--- src/wtosc_pkg.sv ---
`timescale 1ns / 1ps
// Shared constants, codes and types for the cubic wavetable oscillator.
// No dependencies.
package wtosc_pkg;

   localparam int TABLE_DEPTH   = 4096;
   localparam int ADDR_BITS     = $clog2(TABLE_DEPTH);
   localparam int SAMPLE_BITS   = 24;
   localparam int FRAC_BITS     = 16;
   localparam int PHASE_BITS    = 32;
   localparam int FREQ_BITS     = 24;
   localparam int RATE_BITS     = 24;
   localparam int LOG_BITS      = 4;
   localparam int INC_SHIFT     = 8;
   localparam int COEF_BITS     = SAMPLE_BITS + 3;
   localparam int ACC_BITS      = SAMPLE_BITS + 6;
   localparam int CMD_BITS      = 2;
   localparam int CSR_ADDR_BITS = 2;
   localparam int CSR_DATA_BITS = 24;

   localparam int REQ_FIELD_BITS = FREQ_BITS + ADDR_BITS + SAMPLE_BITS + PHASE_BITS;
   localparam int REQ_DATA_BITS  = ((REQ_FIELD_BITS + 7) / 8) * 8;
   localparam int RSP_DATA_BITS  = ((SAMPLE_BITS + 7) / 8) * 8;

   localparam logic [LOG_BITS-1:0]  SIZE_LOG2_RESET = 4'd9;
   localparam logic [RATE_BITS-1:0] RATE_RESET      = 24'd89478;

   typedef enum logic [CMD_BITS-1:0] {
      CMD_SAMPLE = 2'd0,
      CMD_WRITE  = 2'd1,
      CMD_PHASE  = 2'd2
   } cmd_type;

   typedef enum logic [CSR_ADDR_BITS-1:0] {
      CSR_SIZE_LOG2 = 2'd0,
      CSR_RATE      = 2'd1,
      CSR_ENABLE    = 2'd2
   } csr_type;

   typedef struct packed {
      logic signed [COEF_BITS-1:0] a0;
      logic signed [COEF_BITS-1:0] a1;
      logic signed [COEF_BITS-1:0] a2;
      logic signed [COEF_BITS-1:0] a3;
      logic [FRAC_BITS-1:0]        frac;
   } horner_in_type;

endpackage

--- src/wtosc_horner.sv ---
`timescale 1ns / 1ps
// Horner evaluation of the interpolation cubic on one shared multiplier,
// three steps, followed by saturation. Depends on wtosc_pkg.
module wtosc_horner (
   input  logic                                   clock,
   input  logic                                   reset,
   input  logic                                   start,
   input  wtosc_pkg::horner_in_type               hin,
   output logic                                   done,
   output logic signed [wtosc_pkg::SAMPLE_BITS-1:0] result
);
   import wtosc_pkg::*;

   localparam logic signed [ACC_BITS-1:0] SAT_MAX = ACC_BITS'((1 <<< (SAMPLE_BITS - 1)) - 1);
   localparam logic signed [ACC_BITS-1:0] SAT_MIN = -SAT_MAX - ACC_BITS'(1);
   localparam int PROD_BITS = ACC_BITS + FRAC_BITS + 1;

   logic signed [ACC_BITS-1:0]  acc_ff, acc_in;
   logic signed [COEF_BITS-1:0] coef_ff [3];
   logic [FRAC_BITS-1:0]        frac_ff;
   logic [1:0]                  step_ff, step_in;
   logic                        busy_ff, busy_in;
   logic                        done_ff, done_in;
   logic signed [PROD_BITS-1:0] prod;
   logic signed [ACC_BITS-1:0]  scaled;
   logic signed [COEF_BITS-1:0] coef_sel;

   always_comb begin
      prod     = acc_ff * $signed({1'b0, frac_ff});
      scaled   = prod[ACC_BITS+FRAC_BITS-1:FRAC_BITS];
      coef_sel = coef_ff[step_ff];
      acc_in   = acc_ff;
      step_in  = step_ff;
      busy_in  = busy_ff;
      done_in  = 1'b0;
      if (start) begin
         acc_in  = ACC_BITS'(hin.a0);
         step_in = 2'd0;
         busy_in = 1'b1;
      end else if (busy_ff) begin
         acc_in  = scaled + ACC_BITS'(coef_sel);
         step_in = step_ff + 2'd1;
         if (step_ff == 2'd2) begin
            busy_in = 1'b0;
            done_in = 1'b1;
         end
      end
   end

   always_ff @(posedge clock) begin
      if (reset) begin
         busy_ff <= 1'b0;
         done_ff <= 1'b0;
         step_ff <= 2'd0;
      end else begin
         busy_ff <= busy_in;
         done_ff <= done_in;
         step_ff <= step_in;
      end
      acc_ff <= acc_in;
      if (start) begin
         coef_ff[0] <= hin.a1;
         coef_ff[1] <= hin.a2;
         coef_ff[2] <= hin.a3;
         frac_ff    <= hin.frac;
      end
   end

   always_comb begin
      if (acc_ff > SAT_MAX) begin
         result = SAMPLE_BITS'(SAT_MAX);
      end else if (acc_ff < SAT_MIN) begin
         result = SAMPLE_BITS'(SAT_MIN);
      end else begin
         result = SAMPLE_BITS'(acc_ff);
      end
   end

   assign done = done_ff;

   a_done_after_steps: assert property (@(posedge clock) disable iff (reset)
      done_ff |-> !busy_ff && $past(busy_ff))
      else $error("horner done without a finished run");

   a_no_restart_busy: assert property (@(posedge clock) disable iff (reset)
      busy_ff && !start |=> (busy_ff || done_ff))
      else $error("horner run dropped");

   a_steps_bounded: assert property (@(posedge clock) disable iff (reset)
      busy_ff |-> step_ff != 2'd3)
      else $error("horner step overrun");

endmodule

--- config.mk ---
export PLATFORM = sky130hd
export DESIGN_NAME = wtosc_horner
export DESIGN_NICKNAME = d
export VERILOG_FILES = /design/src/wtosc_pkg.sv /design/src/wtosc_horner.sv
export SDC_FILE = /design/constraint.sdc
export NUM_CORES = 1
export LEC_CHECK = 0
export BUFFER_PORTS_ARGS = -buffer_cell sky130_fd_sc_hd__buf_2
export CELL_PAD_IN_SITES_DETAIL_PLACEMENT = 1
export CELL_PAD_IN_SITES_GLOBAL_PLACEMENT = 2
export CORE_MARGIN = 2
export CORE_UTILIZATION = 44
export CTS_CLUSTER_DIAMETER = 80
export DETAILED_ROUTE_END_ITERATION = 8
export PLACE_DENSITY_LB_ADDON = 0.3
export SYNTH_ARGS = -nofsm -noshare
export SYNTH_HDL_FRONTEND = slang
export SYNTH_SLANG_ARGS = --single-unit
--- constraint.sdc ---
create_clock -name clock -period 17.6 [get_ports clock]
set_clock_uncertainty 0.1 [all_clocks]
set_input_delay 0.88 -clock clock [delete_from_list [all_inputs] [get_ports clock]]
set_output_delay 0.88 -clock clock [all_outputs]
set_load 0.05 [all_outputs]
==> run summary <==
Yosys reg bits - 133
Final setup vio count - 0
Routed WL per cell - 20.96 µm
Max Root-Sink Buffers - 2
IO Port Bufs - 151
Mux cell area share after synthesis - 1.342%
Simple-Gate Fraction of Synth Area - 13.23%
Max-Cap Viols - 0
Clock-pin slew on the worst setup and hold paths - 80 ps
Clock root cell - clkbuf_16
R2R depth - 29
Vias in the first global route - 19060
Synth top area share - 40.21%
Setup crit start kind - flip-flop
HP Class - input pin to flip-flop
Vias/cell - 5.163
Clock sink count - 133
Status - completed
Sequential fraction of the synthesis area - 17.36%
Drt total wl - 65.71 mm
Worst EP required - 17680 ps
Grt total ovfl - 0
Commonest non-fill, non-tap cells in the layout - 542 x inv_1, 455 x fa_1, 374 x nand2_1
CP max stage cell - edfxtp_1
Crit path max fanout - 17
Cells after synthesis - 2345
Avg Inst Size Synth - 9.661 µm²
CTS tree - done
Yosys cell types - 67
Hold_ws - 466.4 ps
Slew headroom - 23.13%
Die Ht - 230.9 µm
Starting Density - 44.34%
Most common cell after layout, fill and taps aside - inv_1
Ys Warns - 0
Die ar. - 53320 µm²
Post-DRT Antenna Nets - 0
Final min period - 9428 ps
Critical Path End Type - flip-flop
Crit-path max cell delay - 980 ps
DP HPWL - 51.29 mm
Crit path kind - flip-flop to flip-flop
Most used cell, CP - fa_1
Synth area leader - fa_1
Synth Area in Compound Gates - 6.677%
Clk_lat worst skew - 490 ps
Fillers - 5878
Final nets - 3162
First-pass GRT wire length - 107.3 mm
Rows - 83
Period utilization - 53.57%
Area Growth Syn to Fin - 9.135%
Final instance area - 24720 µm²
Area after DPL - 24120 µm²
Placer Congestion - 0.9006
Slew Limit Fails - 0
CTS resizes - 0
Via count - 16190
Final Hold Vio Count - 0
Xor and xnor area share after synthesis - 2.668%
Iteration-0 DRC Markers - 610
Final cell count without fillers - 3135
Initial antenna violation count - 1
DP Cell Count - 3101
Residual DRC count - 0
Syn Nets - 3067
Post-synth EDFFs - 127
Fmax achieved - 106.1 MHz
Fraction of layout cells with a size suffix above 1 - 9.947%
Setup_tns - 0 ps
Post-CTS Hold Buffers - 0
Total CTS buffers - 17
Largest net degree at the start of global routing - 92
Crit path DAT - 9510 ps
Combinational family with the most area after synthesis - adder cells
RSZ-0062 raised after global routing - no
Post-Synth Adder-Cell Area - 47.94%
Tot GR Track Use - 26.50%
Tightest Pin Transition - 1153 ps
Hold path depth - 1
Top FF cell, synth - edfxtp_1
Dominant cells by area after synthesis - fa_1 40%, edfxtp_1 17%, inv_1 9.0%
Io pins - 152
Asr flop ratio synth - 0%
Synth Cell Area - 22650 µm²
Initial DRT Pass Iterations - 5
CORE AREA - 51090 µm²
CTS H-tree depth - 4
Setup bufs post-CTS - 0
Die Wd - 230.9 µm
-- critical path: cells and delay by family, from the launching register on --
| family | cells | cell delay [ps] |
|---|---|---|
| AOI/OAI and AO/OA | 14 | 3860 |
| xor gates and xnor gates | 2 | 260 |
| adders and majority gates | 8 | 3380 |
| buffers and inverters | 3 | 220 |
| DFF | 1 | 980 |
| and+or+nand+nor | 2 | 310 |
-- state kept, by name, summed over array words and instances (netlist names), named ones only --
| name | cells |
|---|---|
| busy_ff | 1 |
| acc_ff | 30 |
| step_ff | 2 |
| frac_ff | 16 |
| coef_ff | 81 |
| done | 1 |
-- layer usage --
layer	GRT usage, %	routed length (µm)	vias to the layer above
met5	0	0	-
met4	7.802	1711	0
met3	3.817	2983	82
met2	44.37	31980	380
met1	35.82	29030	8479
li1	-	-	7245
-- layout make-up --
type | instances | area [µm²] | area share [%]
clock inverter | 14 | 163.9 | 0.6630
tap | 680 | 850.8 | 3.441
sequential | 133 | 3934 | 15.91
timing repair buffer | 184 | 1010 | 4.084
clock buffer | 18 | 439.2 | 1.776
inverter | 542 | 2034 | 8.229
multi-input combinational | 1562 | 16290 | 65.88
antenna | 2 | 5.005 | 0.02024
-- kinds of logic after synthesis --
kind of cell	Yosys count
AOI/OAI and AO/OA	227
xor gates and xnor gates	69
adders and majority gates	595
buffers and inverters	650
DFF	133
muxes	30
and+or+nand+nor	641
-- synthesized netlist by cell type, drive strengths merged (27+ instances only) --
| master | number |
|---|---|
| a21o | 45 |
| a21oi | 52 |
| and2 | 190 |
| clkbuf | 103 |
| edfxtp | 127 |
| fa | 455 |
| ha | 140 |
| inv | 542 |
| mux2i | 27 |
| nand2 | 374 |
| o21ai | 82 |
| xnor2 | 39 |
| xor2 | 30 |
-- path summary, 6_finish.rpt --
path,start,to,slack [ps]
setup / recovery,acc_ff[5],acc_ff[18],8170
setup reg to reg,acc_ff[5],acc_ff[18],8170
hold / removal,hin[0],frac_ff[0],470
hold reg to reg,busy_ff,done,470
-- metrics by stage --
stage,util (%),setup slack (ps)
4_1_cts,48.38,8212
6_report,48.39,8172
3_5_place_dp,47.20,8305
3_3_place_gp,47.20,8502
5_1_grt,48.38,7685
2_1_floorplan,-,9473
Power is not shown: default switching activity piles up to over one toggle a cycle in this logic, so the estimate is an artifact.
